--- src/hdl/bjc_pkg.sv ---
// Shared types, codes and constants of the batch job controller.
package bjc_pkg;

	// Record index width inside the latched fault word; the code takes the rest.
	localparam int INDEX_BITS = 24;
	localparam int CODE_W     = 32 - INDEX_BITS;

	localparam logic [INDEX_BITS-1:0] INDEX_ALL_ONES = '1;

	// Stream widths
	localparam int TUSER_IN_W  = 3;
	localparam int TDATA_IN_W  = 40;
	localparam int TDATA_OUT_W = 112;

	// Operation codes carried on the input tuser
	typedef enum logic [2:0] {
		OP_DOORBELL      = 3'd0,
		OP_CTRL_WRITE    = 3'd1,
		OP_FAULT_ACK     = 3'd2,
		OP_RECORD        = 3'd3,
		OP_QUIESCE_BEGIN = 3'd4,
		OP_QUIESCE_END   = 3'd5
	} bjc_op_t;

	// Job phases, one-hot
	typedef enum logic [4:0] {
		PH_IDLE     = 5'b00001,
		PH_BUSY     = 5'b00010,
		PH_DONE     = 5'b00100,
		PH_ERROR    = 5'b01000,
		PH_REJECTED = 5'b10000
	} bjc_phase_t;

	// Status flag masks
	localparam logic [3:0] ST_BUSY     = 4'b0001;
	localparam logic [3:0] ST_DONE     = 4'b0010;
	localparam logic [3:0] ST_ERROR    = 4'b0100;
	localparam logic [3:0] ST_REJECTED = 4'b1000;

	// Command words
	localparam logic [31:0] CMD_FIRST = 32'd1;
	localparam logic [31:0] CMD_LAST  = 32'd3;

	// Fault codes raised by the controller itself
	localparam logic [7:0] FC_ABORTED     = 8'd1;
	localparam logic [7:0] FC_REJECT_BUSY = 8'd2;
	localparam logic [7:0] FC_BAD_COMMAND = 8'd3;

	// Control word abort bit
	localparam int CTRL_ABORT_BIT = 0;

	// One input item
	typedef struct packed {
		logic [2:0]  opcode;
		logic [31:0] value;
		logic [7:0]  record_fault;
	} bjc_item_t;

	// One result item, last member in the lowest bits
	typedef struct packed {
		logic [1:0]  active_kind;
		logic [31:0] ctrl_readback;
		logic        irq_error;
		logic        irq_done;
		logic [23:0] fault_index;
		logic [7:0]  fault_code;
		logic        status_rejected;
		logic        status_error;
		logic        status_done;
		logic        status_busy;
		logic        accepted;
	} bjc_result_t;

	localparam int RESULT_W = $bits(bjc_result_t);

endpackage

--- src/hdl/bjc_core.sv ---
// Job state registers and the combinational update for one transfer.
module bjc_core
	import bjc_pkg::*;
(
	input  logic        clk,
	input  logic        arst_n,
	input  logic        cfg_wr_en,
	input  logic [31:0] cfg_wr_data,
	input  logic        item_fire,
	input  bjc_item_t   item,
	output bjc_result_t result,
	output logic [31:0] processed
);

	logic [31:0]           record_count_q;
	bjc_phase_t            phase_q, phase_d;
	logic [3:0]            status_q, status_d;
	logic [31:0]           done_count_q, done_count_d;
	logic [31:0]           job_total_q, job_total_d;
	logic [1:0]            job_kind_q, job_kind_d;
	logic [CODE_W-1:0]     fault_code_q, fault_code_d;
	logic [INDEX_BITS-1:0] fault_index_q, fault_index_d;
	logic [31:0]           ctrl_q, ctrl_d;
	logic                  quiesce_q, quiesce_d;
	logic                  accepted, irq_done, irq_error;
	logic [31:0]           count_inc;
	logic                  cmd_ok;

	assign count_inc = done_count_q + 32'd1;
	assign cmd_ok    = item.value inside {[CMD_FIRST:CMD_LAST]};

	// Next state for the item at the port
	always_comb begin
		phase_d       = phase_q;
		status_d      = status_q;
		done_count_d  = done_count_q;
		job_total_d   = job_total_q;
		job_kind_d    = job_kind_q;
		fault_code_d  = fault_code_q;
		fault_index_d = fault_index_q;
		ctrl_d        = ctrl_q;
		quiesce_d     = quiesce_q;
		accepted      = 1'b1;
		irq_done      = 1'b0;
		irq_error     = 1'b0;
		case (item.opcode)
			OP_DOORBELL: begin
				if (quiesce_q) begin
					accepted = 1'b0;
				end else if (phase_q == PH_ERROR || phase_q == PH_REJECTED) begin
					// ignored until the fault is acknowledged
				end else if (phase_q == PH_BUSY || !cmd_ok) begin
					phase_d       = PH_REJECTED;
					job_kind_d    = 2'd0;
					status_d      = ST_REJECTED;
					done_count_d  = 32'd0;
					fault_code_d  = CODE_W'(phase_q == PH_BUSY ? FC_REJECT_BUSY
										: FC_BAD_COMMAND);
					fault_index_d = INDEX_ALL_ONES;
					irq_error     = 1'b1;
				end else begin
					done_count_d  = 32'd0;
					fault_code_d  = '0;
					fault_index_d = '0;
					if (record_count_q == 32'd0) begin
						phase_d    = PH_DONE;
						job_kind_d = 2'd0;
						status_d   = ST_DONE;
						irq_done   = 1'b1;
					end else begin
						job_total_d = record_count_q;
						job_kind_d  = item.value[1:0];
						phase_d     = PH_BUSY;
						status_d    = ST_BUSY;
					end
				end
			end
			OP_CTRL_WRITE: begin
				ctrl_d = {item.value[31:1], 1'b0};
				if (item.value[CTRL_ABORT_BIT] && phase_q == PH_BUSY) begin
					phase_d       = PH_ERROR;
					job_kind_d    = 2'd0;
					status_d      = ST_DONE | ST_ERROR;
					fault_code_d  = CODE_W'(FC_ABORTED);
					fault_index_d = done_count_q[INDEX_BITS-1:0];
					irq_error     = 1'b1;
				end
			end
			OP_FAULT_ACK: begin
				if (item.value != 32'd0) begin
					status_d      = status_q & ~(ST_ERROR | ST_REJECTED);
					fault_code_d  = '0;
					fault_index_d = '0;
					if (phase_q == PH_ERROR) begin
						phase_d = PH_DONE;
					end else if (phase_q == PH_REJECTED) begin
						phase_d = PH_IDLE;
					end
				end
			end
			OP_RECORD: begin
				if (phase_q == PH_BUSY) begin
					if (item.record_fault != 8'd0) begin
						phase_d       = PH_ERROR;
						job_kind_d    = 2'd0;
						status_d      = ST_DONE | ST_ERROR;
						fault_code_d  = CODE_W'(item.record_fault);
						fault_index_d = done_count_q[INDEX_BITS-1:0];
						irq_error     = 1'b1;
					end else begin
						done_count_d = count_inc;
						if (count_inc >= job_total_q) begin
							phase_d       = PH_DONE;
							job_kind_d    = 2'd0;
							status_d      = ST_DONE;
							fault_code_d  = '0;
							fault_index_d = '0;
							irq_done      = 1'b1;
						end
					end
				end
			end
			OP_QUIESCE_BEGIN: quiesce_d = 1'b1;
			OP_QUIESCE_END:   quiesce_d = 1'b0;
			default: begin
			end
		endcase
	end

	// Result fields as seen after the update
	always_comb begin
		result.accepted        = accepted;
		result.status_busy     = status_d[0];
		result.status_done     = status_d[1];
		result.status_error    = status_d[2];
		result.status_rejected = status_d[3];
		result.fault_code      = 8'(fault_code_d);
		result.fault_index     = 24'(fault_index_d);
		result.irq_done        = irq_done;
		result.irq_error       = irq_error;
		result.ctrl_readback   = ctrl_d;
		result.active_kind     = job_kind_d;
	end

	// Processed count travels beside the struct
	assign processed = done_count_d;

	// Configuration register
	always_ff @(posedge clk or negedge arst_n) begin
		if (!arst_n) begin
			record_count_q <= 32'd0;
		end else if (cfg_wr_en) begin
			record_count_q <= cfg_wr_data;
		end
	end

	// Job state
	always_ff @(posedge clk or negedge arst_n) begin
		if (!arst_n) begin
			phase_q       <= PH_IDLE;
			status_q      <= 4'd0;
			done_count_q  <= 32'd0;
			job_total_q   <= 32'd0;
			job_kind_q    <= 2'd0;
			fault_code_q  <= '0;
			fault_index_q <= '0;
			ctrl_q        <= 32'd0;
			quiesce_q     <= 1'b0;
		end else if (item_fire) begin
			phase_q       <= phase_d;
			status_q      <= status_d;
			done_count_q  <= done_count_d;
			job_total_q   <= job_total_d;
			job_kind_q    <= job_kind_d;
			fault_code_q  <= fault_code_d;
			fault_index_q <= fault_index_d;
			ctrl_q        <= ctrl_d;
			quiesce_q     <= quiesce_d;
		end
	end

endmodule

--- src/hdl/bjc_out_stage.sv ---
// Two-entry output stage: result register plus skid register.
module bjc_out_stage
	import bjc_pkg::*;
(
	input  logic        clk,
	input  logic        arst_n,
	input  logic        in_fire,
	input  bjc_result_t in_result,
	input  logic [31:0] in_processed,
	output logic        in_ready,
	output logic        out_valid,
	input  logic        out_ready,
	output bjc_result_t out_result,
	output logic [31:0] out_processed
);

	logic        out_valid_q, skid_valid_q;
	bjc_result_t out_res_q, skid_res_q;
	logic [31:0] out_proc_q, skid_proc_q;
	logic        out_load;

	assign in_ready      = !skid_valid_q;
	assign out_valid     = out_valid_q;
	assign out_result    = out_res_q;
	assign out_processed = out_proc_q;
	assign out_load      = out_ready || !out_valid_q;

	// Valid bits
	always_ff @(posedge clk or negedge arst_n) begin
		if (!arst_n) begin
			out_valid_q  <= 1'b0;
			skid_valid_q <= 1'b0;
		end else if (out_load) begin
			out_valid_q  <= skid_valid_q || in_fire;
			skid_valid_q <= 1'b0;
		end else if (in_fire) begin
			skid_valid_q <= 1'b1;
		end
	end

	// Payload
	always_ff @(posedge clk) begin
		if (out_load) begin
			if (skid_valid_q) begin
				out_res_q  <= skid_res_q;
				out_proc_q <= skid_proc_q;
			end else begin
				out_res_q  <= in_result;
				out_proc_q <= in_processed;
			end
		end else if (in_fire) begin
			skid_res_q  <= in_result;
			skid_proc_q <= in_processed;
		end
	end

endmodule

--- src/hdl/batch_job_controller.sv ---
// Top level of the batch job controller.
// Each result is registered in the output stage; the core update is combinational.
// Throughput: one item per cycle while the skid register is empty.
// A two-entry output stage keeps the input side open for one result while the
// master side stalls. Reset clears all job state, the record count and both stages.
module batch_job_controller
	import bjc_pkg::*;
(
	input  logic                   clk,
	input  logic                   arst_n,
	input  logic                   cfg_wr_en,
	input  logic [31:0]            cfg_wr_data,
	input  logic                   s_axis_tvalid,
	output logic                   s_axis_tready,
	// [31:0] value, [39:32] record_fault
	input  logic [TDATA_IN_W-1:0]  s_axis_tdata,
	// [2:0] opcode
	input  logic [TUSER_IN_W-1:0]  s_axis_tuser,
	output logic                   m_axis_tvalid,
	input  logic                   m_axis_tready,
	// [0] accepted, [1] status_busy, [2] status_done, [3] status_error,
	// [4] status_rejected, [36:5] processed_records, [44:37] fault_code,
	// [68:45] fault_index, [69] irq_done, [70] irq_error, [102:71] ctrl_readback,
	// [104:103] active_kind, [111:105] zero
	output logic [TDATA_OUT_W-1:0] m_axis_tdata
);

	bjc_item_t   item;
	bjc_result_t core_res, out_res;
	logic [31:0] core_proc, out_proc;
	logic        in_fire;

	assign in_fire           = s_axis_tvalid && s_axis_tready;
	assign item.opcode       = s_axis_tuser;
	assign item.value        = s_axis_tdata[31:0];
	assign item.record_fault = s_axis_tdata[39:32];

	bjc_core u_core (
		.clk         (clk),
		.arst_n      (arst_n),
		.cfg_wr_en   (cfg_wr_en),
		.cfg_wr_data (cfg_wr_data),
		.item_fire   (in_fire),
		.item        (item),
		.result      (core_res),
		.processed   (core_proc)
	);

	bjc_out_stage u_out (
		.clk           (clk),
		.arst_n        (arst_n),
		.in_fire       (in_fire),
		.in_result     (core_res),
		.in_processed  (core_proc),
		.in_ready      (s_axis_tready),
		.out_valid     (m_axis_tvalid),
		.out_ready     (m_axis_tready),
		.out_result    (out_res),
		.out_processed (out_proc)
	);

	// Pack the result fields, processed count between status and fault code
	assign m_axis_tdata = {
		(TDATA_OUT_W - RESULT_W - 32)'(0),
		out_res.active_kind,
		out_res.ctrl_readback,
		out_res.irq_error,
		out_res.irq_done,
		out_res.fault_index,
		out_res.fault_code,
		out_proc,
		out_res.status_rejected,
		out_res.status_error,
		out_res.status_done,
		out_res.status_busy,
		out_res.accepted
	};

endmodule

--- config.mk ---
export PLATFORM = sky130hd
export DESIGN_NAME = batch_job_controller
export DESIGN_NICKNAME = d
export VERILOG_FILES = /design/src/hdl/bjc_pkg.sv /design/src/hdl/bjc_core.sv /design/src/hdl/bjc_out_stage.sv /design/src/hdl/batch_job_controller.sv
export SDC_FILE = /design/constraint.sdc
export NUM_CORES = 1
export LEC_CHECK = 0
export BUFFER_PORTS_ARGS = -buffer_cell sky130_fd_sc_hd__buf_2
export CORE_MARGIN = 3
export CORE_UTILIZATION = 50
export CTS_CLUSTER_SIZE = 25
export DETAILED_ROUTE_END_ITERATION = 10
export HOLD_SLACK_MARGIN = 0.02
export PLACE_DENSITY_LB_ADDON = 0.15
export SYNTH_ARGS = -nofsm -noshare
export SYNTH_HDL_FRONTEND = slang
export SYNTH_SLANG_ARGS = --single-unit
--- constraint.sdc ---
create_clock -name clk -period 10 [get_ports clk]
set_input_delay 2 -clock clk [delete_from_list [all_inputs] [get_ports clk]]
set_output_delay 2 -clock clk [all_outputs]
set_load 0.01 [all_outputs]
==> run metrics <==
status completed; fmax around 170 MHz; crit-path max cell delay between 0.9 and 1 ns; Psw a little over 0.9 mW; critical-path maximum fanout 56; Hold Buf Count CTS 0; Post-synth EDFFs 210; setup tns final 0 ns; WP data required around 10 ns; Pleak around 8.6 nW; Finished Core Util about three fifths; part of the power in registers 50.5%; I/O pins 194; share of layout cells above drive strength 1 27.9%; Num CTS Buffers 41; commonest non-fill, non-tap cell in the layout edfxtp_1; setup repair bufs after CTS 0; ys flop type edfxtp_1; Buf/Inv on CP 1; CTS clk-pin slew, worst paths 0.06 ns; Cell Chain, Critical Path nand4_1 -> nor4_4 -> nand2_1 -> nor3_1 -> xor2_1 -> ha_1 -> a21oi_1 -> o21ai_0 -> a221oi_1 -> o211ai_1 -> nor4_2 -> buf_4 -> or3_1 -> a22o_1; Avg Vias per Cell roughly 5.8; DRC Markers 0; sequential-to-total area share from yosys stat around 60%; Synth Cell Area between 15000 and 20000 sq um; Die Area 38100 sq um; slowest CP cell or3_1; PwrDens roughly 190 nW/um^2; initial antenna violation count 0; most frequent cells in the layout 210 x edfxtp_1, 185 x buf_2, 179 x mux2_2, 173 x dfrtp_1, 151 x nand2_1; Synth cell types 66; Initial Util about half; Yosys warning total 0; WL/cell 20.2 um; combinational share of power 11.7%; die width 195 um; core area about 35000 sq um; Clk pwr share between 30% and 40%; GPL Wtd Cong roughly 0.90; critical setup path kind flop to flop; Crit path max-delay family simple AND/OR/NAND/NOR gates; antenna-violating nets left 0; Finished Cell Area slightly above 20000 sq um; Hold/Removal Path Class flop to flop; Mapped Cells between 1000 and 1500; #FFs+latches synth ~380; CTS tree built; drt pass-1 iters 5; Die Ht 195 um; row count 68; worst-case clock buffer depth 3; cell-internal power between 2 and 3 mW; Nets 1748; clk_skew roughly 0.019 ns; final setup fails 0; Worst-Margin Slew 1.22 ns; post-DP HPWL around 28000 um; largest net degree at the start of global routing just over 70; Clock Sinks 384; final cell count without fillers 2122; Initial DRC Count slightly below 1000; Total GRT Usage between 20% and 30%; Antenna diodes 0; routed wire length roughly 43000 um; Critical Path Source Type flop; final worst path period need 5.89 ns; clock root cell clkbuf_16; Placed Area between 15000 and 20000 sq um; Layout fillers between 2000 and 3000; area added between synthesis and finish 14.3%; vias in the first global route ~12000; period utilization around 59%; CTS resizes 0; Max-Cap Viols 0; port buffer count 186; switch share between 20% and 30%; worst skew pair latency around 0.55 ns; Rel. slew slack around a fifth; VDD IR max 146 uV; total number of vias around 12000; WP data arrival approximately 6.4 ns; FFs w/ async S/R, synth 45.3%; H-tree Lvls 2; Final Hold Fails 0; RSZ-0062 raised after global routing false; Placed Instances 2047; first-pass GRT wire length roughly 68000 um; fin. max-slew vios 0; total global routing overflow 0; CP endpoint kind flop; Avg Synthesized Cell Area 12.1 sq um
==> metal layers <==
layer	routed length (um)	vias up	share of wire (%)	GRT usage, %
met3	2500	71	5.8	4.21
met5	0	-	0	0
met2	18900	366	44	32.6
met4	1070	0	2.5	6.28
li1	-	5761	-	-
met1	20400	6124	47	33.8
==> Yosys cell counts (22+ instances only) <==
cell type / number / share of area [%]
mux2_2: 179 / 11
a211oi_1: 26 / 1.1
a21oi_1: 50 / 1.4
clkbuf_1: 75 / 1.6
nor4_1: 22 / 0.77
inv_1: 45 / 0.94
edfxtp_1: 210 / 35
nor3b_1: 24 / 1.0
o2bb2ai_1: 24 / 1.2
nand3_1: 23 / 0.64
ha_1: 33 / 2.3
nor2_1: 99 / 2.1
dfrtp_1: 173 / 24
o21ai_0: 104 / 2.9
nand2_1: 151 / 3.2
==> logic make-up after synthesis <==
logic type,Yosys count,synth area share [%]
other,1,0.0210
AOI/OAI and AO/OA,296,10.6
DFF,384,59.6
buffers and inverters,143,3.19
muxes,187,11.8
adders and majority gates,33,2.31
and+or+nand+nor,407,11.0
xor gates and xnor gates,31,1.52
==> worst register-to-register path, cell delays in order, from the launching register on <==
cell      delay [ns]
dfrtp_1         0.47
nand4_1         0.24
nor4_4          0.61
nand2_1         0.39
nor3_1          0.60
xor2_1          0.23
ha_1            0.27
a21oi_1         0.15
o21ai_0         0.11
a221oi_1        0.30
o211ai_1        0.22
nor4_2          0.40
buf_4           0.54
or3_1           1.01
a22o_1          0.29
==> through the flow <==
| stage | power (mW) | hold slack, ns | setup slack (ns) |
|---|---|---|---|
| 2_1_floorplan | 2.23 | 0.443 | 0.159 |
| 3_3_place_gp | 2.39 | 0.454 | 4.40 |
| 3_5_place_dp | 2.40 | 0.464 | 4.26 |
| 4_1_cts | 3.85 | 0.482 | 4.19 |
| 5_1_grt | 3.96 | 0.488 | 3.72 |
| 6_report | 3.80 | 0.480 | 4.11 |
==> state kept, by name, indices dropped and copies added, names as in the netlist <==
signal / cells
u_out.skid_valid_q: 1
u_out.out_processed: 32
u_core.fault_index_q: 24
u_core.job_total_q: 32
u_core.ctrl_q: 32
u_core.done_count_q: 32
u_core.fault_code_q: 8
u_out.out_valid: 1
u_out.out_result: 73
u_out.skid_res_q: 73
u_core.job_kind_q: 2
u_core.record_count_q: 32
u_core.phase_q: 5
u_out.skid_proc_q: 32
u_core.status_q: 4
u_core.quiesce_q: 1
==> power by group through the flow <==
stage	clock [mW]	combinational, mW	sequential [mW]
after floorplan	0	0.257	1.97
final	1.44	0.445	1.92
after global routing	1.54	0.490	1.94
after detailed placement	0	0.451	1.95
after global placement	0	0.443	1.95
after CTS	1.48	0.452	1.92
==> cell type report <==
class                           count  area, sq um  area share, %
Multi-Input combinational cell    961         6730           32.9
Inverter                           46          175          0.856
Tap cell                          455          569           2.78
Clock inverter                     20          151          0.740
Clock buffer                       55         1120           5.47
Timing Repair Buffer              201         1050           5.13
Sequential cell                   384        10700           52.1
==> worst paths after layout <==
path	start	to	slack, ns	cells after the start
max	u_core.done_count_q[5]	u_core.fault_code_q[7]	4.11	14
min reg2reg	u_core.ctrl_q[0]	u_core.ctrl_q[0]	0.48	1
max reg2reg	u_core.done_count_q[5]	u_core.fault_code_q[7]	4.11	14
min in group asynchronous	arst_n	u_core.record_count_q[21]	1.44	1
min	u_core.ctrl_q[0]	u_core.ctrl_q[0]	0.48	1
max in group asynchronous	arst_n	u_core.done_count_q[28]	7.14	2
Power figures use the tool's default switching activity.
